[src/rtl/periodic_timer_bank_assert.svh]
// Assertion macros for the timer bank
`ifndef PERIODIC_TIMER_BANK_ASSERT_SVH
`define PERIODIC_TIMER_BANK_ASSERT_SVH

`define PTB_ASSERT_IMPL(lbl, a, c) \
    lbl: assert property (@(posedge clk) disable iff (!rst_n) (a) |-> (c)) \
        else $error("ptb check failed");

`define PTB_ASSERT_NEXT(lbl, a, c) \
    lbl: assert property (@(posedge clk) disable iff (!rst_n) (a) |=> (c)) \
        else $error("ptb check failed");

`endif

[src/rtl/ptb_pkg.sv]
`default_nettype none
package ptb_pkg;
    localparam int SLOTS = 16;
    localparam int SLOT_W = 4;
    localparam int NOW_W = 63;
    localparam int TIME_W = 64;
    localparam int PER_W = 32;

    typedef enum logic [3:0] {
        MODE_TICK = 4'd0, MODE_ADD = 4'd1, MODE_START = 4'd2, MODE_STOP = 4'd3,
        MODE_DELETE = 4'd4, MODE_WAIT = 4'd5, MODE_NOTIFY = 4'd6,
        MODE_CLR_SCENE = 4'd7, MODE_CLR_ALL = 4'd8
    } mode_t;

    typedef enum logic [1:0] {
        KIND_FIRED = 2'd0, KIND_ADDED = 2'd1, KIND_FULL = 2'd2
    } kind_t;

    typedef enum logic [2:0] {
        ST_IDLE, ST_SCAN, ST_DIV, ST_WRITE, ST_OUT, ST_ADD_OUT
    } state_t;

    typedef struct packed {
        logic start;
        logic [NOW_W-1:0] dividend;
        logic [PER_W-1:0] divisor;
    } div_req_t;

    typedef struct packed {
        logic busy;
        logic done;
        logic [PER_W-1:0] rem;
    } div_rsp_t;
endpackage
`default_nettype wire

[src/rtl/periodic_timer_bank.sv]
// Periodic timer bank: 16 slots of periodic timers.
// Input channel (valid/ready): one word per event - mode, now, name_key,
// scene, interval_ticks. Output channel (out_valid/out_ready): result words
// kind, slot, fired_name, last; last marks the final word of an event.
// Add gives one word; tick gives one word per fired slot in slot order;
// other events give none. An event is worked through one slot per cycle
// while no fired slot or output word holds the scan, so most events hold
// ready low until all 16 slots are scanned, add until its word is taken,
// clear all for its first scan step only. A fired slot runs a 63-step
// bit-serial modulo (none with a zero interval) and holds the scan while
// it runs and while an output word waits. ready is low while an event is
// in work. A stalled receiver holds the block in the output state with
// the word unchanged. Reset clears all valid marks and the sequencer;
// slot contents are undefined until an add writes them.
`default_nettype none
module periodic_timer_bank (
    input  wire logic clk,
    input  wire logic rst_n,
    input  wire logic valid,
    output logic ready,
    input  wire logic [3:0] mode,
    input  wire logic [62:0] now,
    input  wire logic [15:0] name_key,
    input  wire logic [7:0] scene,
    input  wire logic [31:0] interval_ticks,
    output logic out_valid,
    input  wire logic out_ready,
    output logic [1:0] kind,
    output logic [3:0] slot,
    output logic [15:0] fired_name,
    output logic last
);
    localparam int SW = ptb_pkg::SLOT_W;

    ptb_pkg::state_t state_reg, state_next;
    logic [ptb_pkg::SLOTS-1:0] vld_reg, vld_next;
    logic [ptb_pkg::SLOTS-1:0] run_mem, wait_mem;
    logic [15:0] name_mem [ptb_pkg::SLOTS];
    logic [7:0] scene_mem [ptb_pkg::SLOTS];
    logic [31:0] per_mem [ptb_pkg::SLOTS];
    logic [63:0] last_mem [ptb_pkg::SLOTS];

    logic [3:0] mode_reg;
    logic [62:0] now_reg;
    logic [15:0] name_reg;
    logic [7:0] scene_reg;
    logic [31:0] per_reg;
    logic [SW:0] idx_reg, idx_next;
    logic [SW-1:0] ix;
    logic [1:0] kind_reg, kind_next;
    logic [SW-1:0] oslot_reg, oslot_next;
    logic [15:0] oname_reg, oname_next;
    logic olast_reg, olast_next;
    logic pend_reg, pend_next;
    logic [SW-1:0] pslot_reg, pslot_next;
    logic [15:0] pname_reg, pname_next;
    logic any_free;
    logic [SW-1:0] free_ix;
    logic fire, nmatch, smatch, more;
    logic [63:0] diff;
    logic wr_last, wr_run, wr_wait_set, wr_wait_clr, wr_add;
    logic [63:0] wr_last_val;
    ptb_pkg::div_req_t dreq;
    ptb_pkg::div_rsp_t drsp;

    ptb_mod_unit u_mod (.clk(clk), .rst_n(rst_n), .req(dreq), .rsp(drsp));

    assign ix = idx_reg[SW-1:0];
    assign diff = {1'b0, now_reg} - last_mem[ix];
    assign fire = vld_reg[ix] && run_mem[ix] && !wait_mem[ix]
        && ({1'b0, now_reg} > last_mem[ix]) && (diff > {32'd0, per_mem[ix]});
    assign smatch = vld_reg[ix] && scene_mem[ix] == scene_reg;
    assign nmatch = smatch && name_mem[ix] == name_reg;

    always_comb begin
        any_free = 1'b0;
        free_ix = '0;
        for (int i = ptb_pkg::SLOTS - 1; i >= 0; i--) begin
            if (!vld_reg[i]) begin
                any_free = 1'b1;
                free_ix = SW'(i);
            end
        end
    end

    always_ff @(posedge clk or negedge rst_n) begin
        if (!rst_n) begin
            state_reg <= ptb_pkg::ST_IDLE;
            vld_reg <= '0;
            pend_reg <= 1'b0;
        end else begin
            state_reg <= state_next;
            vld_reg <= vld_next;
            pend_reg <= pend_next;
        end
    end

    always_ff @(posedge clk) begin
        idx_reg <= idx_next;
        kind_reg <= kind_next;
        oslot_reg <= oslot_next;
        oname_reg <= oname_next;
        olast_reg <= olast_next;
        pslot_reg <= pslot_next;
        pname_reg <= pname_next;
        if (valid && ready) begin
            mode_reg <= mode;
            now_reg <= now;
            name_reg <= name_key;
            scene_reg <= scene;
            per_reg <= interval_ticks;
        end
        if (wr_add) begin
            name_mem[free_ix] <= name_reg;
            scene_mem[free_ix] <= scene_reg;
            per_mem[free_ix] <= per_reg;
            last_mem[free_ix] <= {1'b0, now_reg};
            run_mem[free_ix] <= 1'b1;
            wait_mem[free_ix] <= 1'b0;
        end
        if (wr_last) last_mem[ix] <= wr_last_val;
        if (wr_run) run_mem[ix] <= (mode_reg == ptb_pkg::MODE_START);
        if (wr_wait_set) wait_mem[ix] <= 1'b1;
        if (wr_wait_clr) wait_mem[ix] <= 1'b0;
    end

    always_comb begin
        state_next = state_reg;
        vld_next = vld_reg;
        idx_next = idx_reg;
        kind_next = kind_reg;
        oslot_next = oslot_reg;
        oname_next = oname_reg;
        olast_next = olast_reg;
        pend_next = pend_reg;
        pslot_next = pslot_reg;
        pname_next = pname_reg;
        wr_last = 1'b0;
        wr_last_val = {1'b0, now_reg};
        wr_run = 1'b0;
        wr_wait_set = 1'b0;
        wr_wait_clr = 1'b0;
        wr_add = 1'b0;
        dreq.start = 1'b0;
        dreq.dividend = now_reg;
        dreq.divisor = per_mem[ix];
        more = idx_reg != (SW+1)'(ptb_pkg::SLOTS - 1);
        ready = 1'b0;
        out_valid = 1'b0;
        unique case (state_reg)
            ptb_pkg::ST_IDLE: begin
                ready = 1'b1;
                if (valid) begin
                    idx_next = '0;
                    pend_next = 1'b0;
                    state_next = ptb_pkg::ST_SCAN;
                end
            end
            ptb_pkg::ST_SCAN: begin
                state_next = more ? ptb_pkg::ST_SCAN : ptb_pkg::ST_IDLE;
                idx_next = idx_reg + 1'b1;
                case (mode_reg) inside
                    ptb_pkg::MODE_TICK: begin
                        if (fire) begin
                            idx_next = idx_reg;
                            if (per_mem[ix] == '0) begin
                                wr_last = 1'b1;
                                state_next = ptb_pkg::ST_WRITE;
                            end else begin
                                dreq.start = 1'b1;
                                state_next = ptb_pkg::ST_DIV;
                            end
                        end else if (!more && pend_reg) begin
                            kind_next = ptb_pkg::KIND_FIRED;
                            oslot_next = pslot_reg;
                            oname_next = pname_reg;
                            olast_next = 1'b1;
                            pend_next = 1'b0;
                            state_next = ptb_pkg::ST_OUT;
                        end
                    end
                    ptb_pkg::MODE_ADD: begin
                        wr_add = any_free;
                        if (any_free) vld_next[free_ix] = 1'b1;
                        kind_next = any_free ? ptb_pkg::KIND_ADDED : ptb_pkg::KIND_FULL;
                        oslot_next = any_free ? free_ix : '0;
                        oname_next = name_reg;
                        olast_next = 1'b1;
                        state_next = ptb_pkg::ST_ADD_OUT;
                    end
                    ptb_pkg::MODE_START, ptb_pkg::MODE_STOP: begin
                        if (nmatch) begin
                            wr_run = 1'b1;
                            wr_last = (mode_reg == ptb_pkg::MODE_START);
                        end
                    end
                    ptb_pkg::MODE_DELETE: if (nmatch) vld_next[ix] = 1'b0;
                    ptb_pkg::MODE_WAIT: wr_wait_set = smatch;
                    ptb_pkg::MODE_NOTIFY: wr_wait_clr = smatch;
                    ptb_pkg::MODE_CLR_SCENE: if (smatch) vld_next[ix] = 1'b0;
                    ptb_pkg::MODE_CLR_ALL: begin
                        vld_next = '0;
                        state_next = ptb_pkg::ST_IDLE;
                    end
                    default: state_next = ptb_pkg::ST_IDLE;
                endcase
            end
            ptb_pkg::ST_DIV: begin
                if (drsp.done) begin
                    wr_last = 1'b1;
                    wr_last_val = {1'b0, now_reg} - {32'd0, drsp.rem};
                    state_next = ptb_pkg::ST_WRITE;
                end
            end
            ptb_pkg::ST_WRITE: begin
                // previous fired slot goes out now, this one waits
                idx_next = idx_reg + 1'b1;
                pslot_next = ix;
                pname_next = name_mem[ix];
                pend_next = 1'b1;
                if (pend_reg) begin
                    kind_next = ptb_pkg::KIND_FIRED;
                    oslot_next = pslot_reg;
                    oname_next = pname_reg;
                    olast_next = 1'b0;
                    state_next = ptb_pkg::ST_OUT;
                end else begin
                    state_next = more ? ptb_pkg::ST_SCAN : ptb_pkg::ST_OUT;
                    if (!more) begin
                        kind_next = ptb_pkg::KIND_FIRED;
                        oslot_next = ix;
                        oname_next = name_mem[ix];
                        olast_next = 1'b1;
                        pend_next = 1'b0;
                    end
                end
                if (pend_reg && !more) begin
                    pend_next = 1'b1;
                end
            end
            ptb_pkg::ST_OUT: begin
                out_valid = 1'b1;
                if (out_ready) begin
                    if (olast_reg) begin
                        state_next = ptb_pkg::ST_IDLE;
                    end else if (idx_reg == (SW+1)'(ptb_pkg::SLOTS)) begin
                        kind_next = ptb_pkg::KIND_FIRED;
                        oslot_next = pslot_reg;
                        oname_next = pname_reg;
                        olast_next = 1'b1;
                        pend_next = 1'b0;
                    end else begin
                        state_next = ptb_pkg::ST_SCAN;
                    end
                end
            end
            ptb_pkg::ST_ADD_OUT: begin
                out_valid = 1'b1;
                if (out_ready) state_next = ptb_pkg::ST_IDLE;
            end
            default: state_next = ptb_pkg::ST_IDLE;
        endcase
    end

    assign kind = kind_reg;
    assign slot = oslot_reg;
    assign fired_name = oname_reg;
    assign last = olast_reg;

    `include "periodic_timer_bank_assert.svh"
    `PTB_ASSERT_IMPL(a_ready_idle, ready, state_reg == ptb_pkg::ST_IDLE)
    `PTB_ASSERT_IMPL(a_div_only_in_div, drsp.busy, state_reg == ptb_pkg::ST_DIV)
    `PTB_ASSERT_NEXT(a_hold_stall, out_valid && !out_ready,
        out_valid && $stable(slot) && $stable(fired_name) && $stable(last))
    `PTB_ASSERT_NEXT(a_last_ends, out_valid && out_ready && last,
        state_reg == ptb_pkg::ST_IDLE)
endmodule
`default_nettype wire

[src/rtl/ptb_mod_unit.sv]
`default_nettype none
module ptb_mod_unit (
    input  wire logic clk,
    input  wire logic rst_n,
    input  wire ptb_pkg::div_req_t req,
    output ptb_pkg::div_rsp_t rsp
);
    localparam int CNT_W = $clog2(ptb_pkg::NOW_W + 1);

    logic [ptb_pkg::NOW_W-1:0] dvd_reg, dvd_next;
    logic [ptb_pkg::PER_W:0] rem_reg, rem_next;
    logic [ptb_pkg::PER_W-1:0] dvs_reg, dvs_next;
    logic [CNT_W-1:0] cnt_reg, cnt_next;
    logic busy_reg, busy_next, done_reg, done_next;
    logic [ptb_pkg::PER_W:0] trial;

    always_ff @(posedge clk or negedge rst_n) begin
        if (!rst_n) begin
            busy_reg <= 1'b0;
            done_reg <= 1'b0;
            cnt_reg <= '0;
        end else begin
            busy_reg <= busy_next;
            done_reg <= done_next;
            cnt_reg <= cnt_next;
        end
    end

    always_ff @(posedge clk) begin
        dvd_reg <= dvd_next;
        rem_reg <= rem_next;
        dvs_reg <= dvs_next;
    end

    always_comb begin
        dvd_next = dvd_reg;
        rem_next = rem_reg;
        dvs_next = dvs_reg;
        cnt_next = cnt_reg;
        busy_next = busy_reg;
        done_next = 1'b0;
        trial = {rem_reg[ptb_pkg::PER_W-1:0], dvd_reg[ptb_pkg::NOW_W-1]};
        if (req.start) begin
            dvd_next = req.dividend;
            dvs_next = req.divisor;
            rem_next = '0;
            cnt_next = CNT_W'(ptb_pkg::NOW_W);
            busy_next = 1'b1;
        end else if (busy_reg) begin
            dvd_next = {dvd_reg[ptb_pkg::NOW_W-2:0], 1'b0};
            if (trial >= {1'b0, dvs_reg}) begin
                rem_next = trial - {1'b0, dvs_reg};
            end else begin
                rem_next = trial;
            end
            cnt_next = cnt_reg - 1'b1;
            if (cnt_reg == CNT_W'(1)) begin
                busy_next = 1'b0;
                done_next = 1'b1;
            end
        end
    end

    assign rsp.busy = busy_reg;
    assign rsp.done = done_reg;
    assign rsp.rem = rem_reg[ptb_pkg::PER_W-1:0];
endmodule
`default_nettype wire
[config.mk]
export PLATFORM = sky130hd
export DESIGN_NAME = periodic_timer_bank
export DESIGN_NICKNAME = d
export VERILOG_FILES = /design/src/rtl/ptb_pkg.sv /design/src/rtl/periodic_timer_bank.sv /design/src/rtl/ptb_mod_unit.sv
export VERILOG_INCLUDE_DIRS = /design/src /design/src/rtl
export SDC_FILE = /design/constraint.sdc
export NUM_CORES = 2
export LEC_CHECK = 0
export ABC_AREA = 1
export BUFFER_PORTS_ARGS = -buffer_cell sky130_fd_sc_hd__buf_4
export CORE_ASPECT_RATIO = 1.25
export CORE_MARGIN = 2
export CORE_UTILIZATION = 45
export CTS_CLUSTER_SIZE = 10
export DETAILED_ROUTE_END_ITERATION = 7
export PLACE_DENSITY = 0.69
export SKIP_LAST_GASP = 1
export SLEW_MARGIN = 30
export SYNTH_ARGS = -nofsm -noshare
export SYNTH_HDL_FRONTEND = slang
export SYNTH_SLANG_ARGS = --single-unit
[constraint.sdc]
create_clock -name clk -period 8 [get_ports clk]
set_input_delay 1.2 -clock clk [delete_from_list [all_inputs] [get_ports clk]]
set_output_delay 1.2 -clock clk [all_outputs]
set_load 0.03 [all_outputs]
==> flow_summary_export.csv <==
group,metric,value,unit
clocking,htree_levels,5,
power_and_ir_drop,p_seq_share,34.6,%
global_route,grt_pass1_wl,460000,um
setup_path,cp_common_cell,"nand2_1",
layout,fin_nets,9628,
setup_path,critical-path-max-stage-delay,740,ps
logic_synthesis,yosys_warnings,0,
timing,fin_tns_setup,0,ps
power_and_ir_drop,p_switching,0.0169,W
clocking,clk_pin_slew,60,ps
floorplanning,die-area,0.229,mm2
global_route,antenna_found_initial,5,
setup_path,crit_required,8590,ps
logic_synthesis,syn_area_per_cell,11.1,um2
clocking,post-cts-setup-buffer-count,0,
setup_path,path_delay_family,"simple AND/OR/NAND/NOR gates",
flow_run,cap_violations,0,
setup_path,cp_slowest_cell,"buf_4",
logic_synthesis,synthFlopType,"edfxtp_1",
floorplanning,die-width,429,um
floorplanning,rows,194,
timing,drv_slew,0,
logic_synthesis,syn_inst,9141,
detailed_routing,routed_via_density,5.93,
placed_design,place_congestion,1.03,
detailed_routing,ant_nets,0,
layout,fin_util,51.5,%
clocking,tritoncts,"yes",
logic_synthesis,synth_most_common_cell,"edfxtp_1",
layout,reg_top3,"last_mem x1024, per_mem x512, name_mem x256",
timing,period_share,94.5,%
setup_path,critical_path_class,"reg -> reg",
detailed_routing,drc_errors,0,
setup_path,cp_max_fo,90,
run_status,status,"finished clean",
global_route,grt_max_degree,198,
setup_path,path_depth,32,
setup_path,endpoint_kind,"flip-flop",
placed_design,place_hpwl,203000,um
layout,largest_reg_flops,1024,
detailed_routing,finalWirelength,315000,um
layout,drive_above_1_share,8.61,%
logic_synthesis,synth_area,0.102,mm2
power_and_ir_drop,internal_power,0.0252,W
clocking,clockBufferDepth,4,
layout,area.growth.synth_to_final,13.4,%
timing,setup_viol,0,
setup_path,critPathArrivalTime,8150,ps
timing,hold_viol_final,0,
logic_synthesis,ys_types,61,
setup_path,critPathLaunchType,"flip-flop",
timing,timing.final.crit_period,7560,ps
floorplanning,core,0.224,mm2
power_and_ir_drop,pwr_density_cell,366,mW/mm2
clocking,cts.sinks,2282,
power_and_ir_drop,finalPower,0.0422,W
clocking,insertion_delay,950,ps
clocking,root_buffer,"clkbuf_16",
power_and_ir_drop,p_comb_share,39.0,%
detailed_routing,firstDrtPassIters,8,
logic_synthesis,syn_nets,9437,
detailed_routing,wl_per_cell,25.5,um
global_route,grt-ovfl-total,0,
timing,fmax,0.132,GHz
power_and_ir_drop,switching_share,40.1,%
global_route,track_usage,26.8,%
logic_synthesis,synth_area_leaders,"edfxtp_1 65%, o21ai_0 5.8%, nor2_1 5.2%",
timing,tightestPinTransition,1050,ps
setup_path,reg2regPathDepth,32,
logic_synthesis,synth_edf_count,2186,
clocking,cts_buffers,284,
detailed_routing,vias,73200,
clocking,ctsResizeCount,0,
clocking,ctsHoldBuffers,0,
floorplanning,io-pin-count,152,
logic_synthesis,ys_ff_latch,2282,
logic_synthesis,post-synth-top-area-cell,"edfxtp_1",
timing,maxSlewHeadroom,29.8,%
logic_synthesis,synth_commonest_cells,"2186 x edfxtp_1, 1415 x nor2_1, 1228 x nand2_1",
logic_synthesis,async_reset_ff_share,1.23,%
timing,skew,47.9,ps
timing,rsz0062_at_grt,"false",
global_route,grt_pass1_vias,71800,
power_and_ir_drop,leakage,41.5,nW
detailed_routing,drt_iter0_markers,8730,
floorplanning,start_util,45.4,%
placed_design,port_buffers,151,
min_path,min_path_type,"in -> async",
setup_path,crit_buf_inv,6,
logic_synthesis,synth_top_area_share,64.6,%
logic_synthesis,ys_seq_area_share,66.7,%
power_and_ir_drop,p_clk_share,26.4,%
setup_path,r2r_slack,440,ps
power_and_ir_drop,peakVddDrop,0.251,mV
floorplanning,fp.dieH,535,um
layout,largest-register,"last_mem",
==> cell type report <==
cell class                 count  area [um2]
clock inverter                24         253
sequential                  2282       67700
timing repair buffer         376        3850
inverter                     757        2870
multi-input combinational   5631       29400
tap                         2940        3680
fill                       19200      109000
clock buffer                 326        7400
antenna                        4        10.0
==> layout by cell type (no fill, tap or decap), drive strengths merged, types with 211 or more instances in the layout <==
cell	synthesis	final
nand3	298	298
nor2	1419	1419
o21ai	1273	1273
nand2	1251	1251
o221ai	269	269
buf	165	376
a21oi	258	258
edfxtp	2186	2186
inv	755	759
o211ai	211	211
clkbuf	306	326
==> power by group through the flow <==
stage	registers, W	clock network [W]	logic, W
finish	0.0146	0.0111	0.0164
global route	0.0146	0.0117	0.0180
CTS	0.0146	0.0112	0.0162
detailed placement	0.0148	0	0.0161
global placement	0.0148	0	0.0159
floorplan	0.0146	0	0.0106
==> logic make-up (layout without fill, tap and decap cells) <==
kind of cell,Yosys count,after routing,share of synthesized area (%)
buffers and inverters,1228,1483,4.95
XOR/XNOR,126,126,1.09
flip-flops,2282,2282,66.7
other,0,4,0
adder cells (fa/ha/maj),169,169,2.10
AND/OR/NAND/NOR,3129,3129,12.4
AO/OA/AOI/OAI,2207,2207,12.8
==> worst register-to-register path: cells and delay by family (launching register included) <==
kind                       cells  cell delay (ps)
AOI/OAI and AO/OA              2              690
and+or+nand+nor               23             3520
DFF                            1              480
buffers and inverters          6             1970
adders and majority gates      1              480
==> worst paths after layout <==
kind / start / endpoint
max: flip-flop / last_mem[13][5]
min: rst_n / vld_reg[2]
max reg2reg: flip-flop / last_mem[13][5]
min reg2reg: wait_mem[2] / wait_mem[2]
max in group asynchronous: rst_n / vld_reg[10]
min in group clk: now[27] / now_reg[27]
==> layer usage <==
metal / global-route usage (%) / up-vias / part of all wire (%)
li1: - / 32900 / -
met3: 4.62 / 796 / 8.0
met1: 32.9 / 35900 / 37
met2: 45.5 / 3659 / 49
met4: 14.1 / 4 / 5.6
met5: 0 / - / 0.0086
==> metrics by stage <==
| stage | std cells | area (um2) | setup WS, ps | hold WS (ps) |
|---|---|---|---|---|
| 6_report | 12300 | 115000 | 441 | 205 |
| 5_1_grt | 12300 | 115000 | 139 | 189 |
| 4_1_cts | 12300 | 115000 | 576 | 146 |
| 3_5_place_dp | 12000 | 107000 | 618 | 458 |
| 3_3_place_gp | 12000 | 107000 | 307 | 453 |
| 2_1_floorplan | 9141 | 102000 | -620 | 443 |
Note: power is estimated with default switching activity, not from simulation.
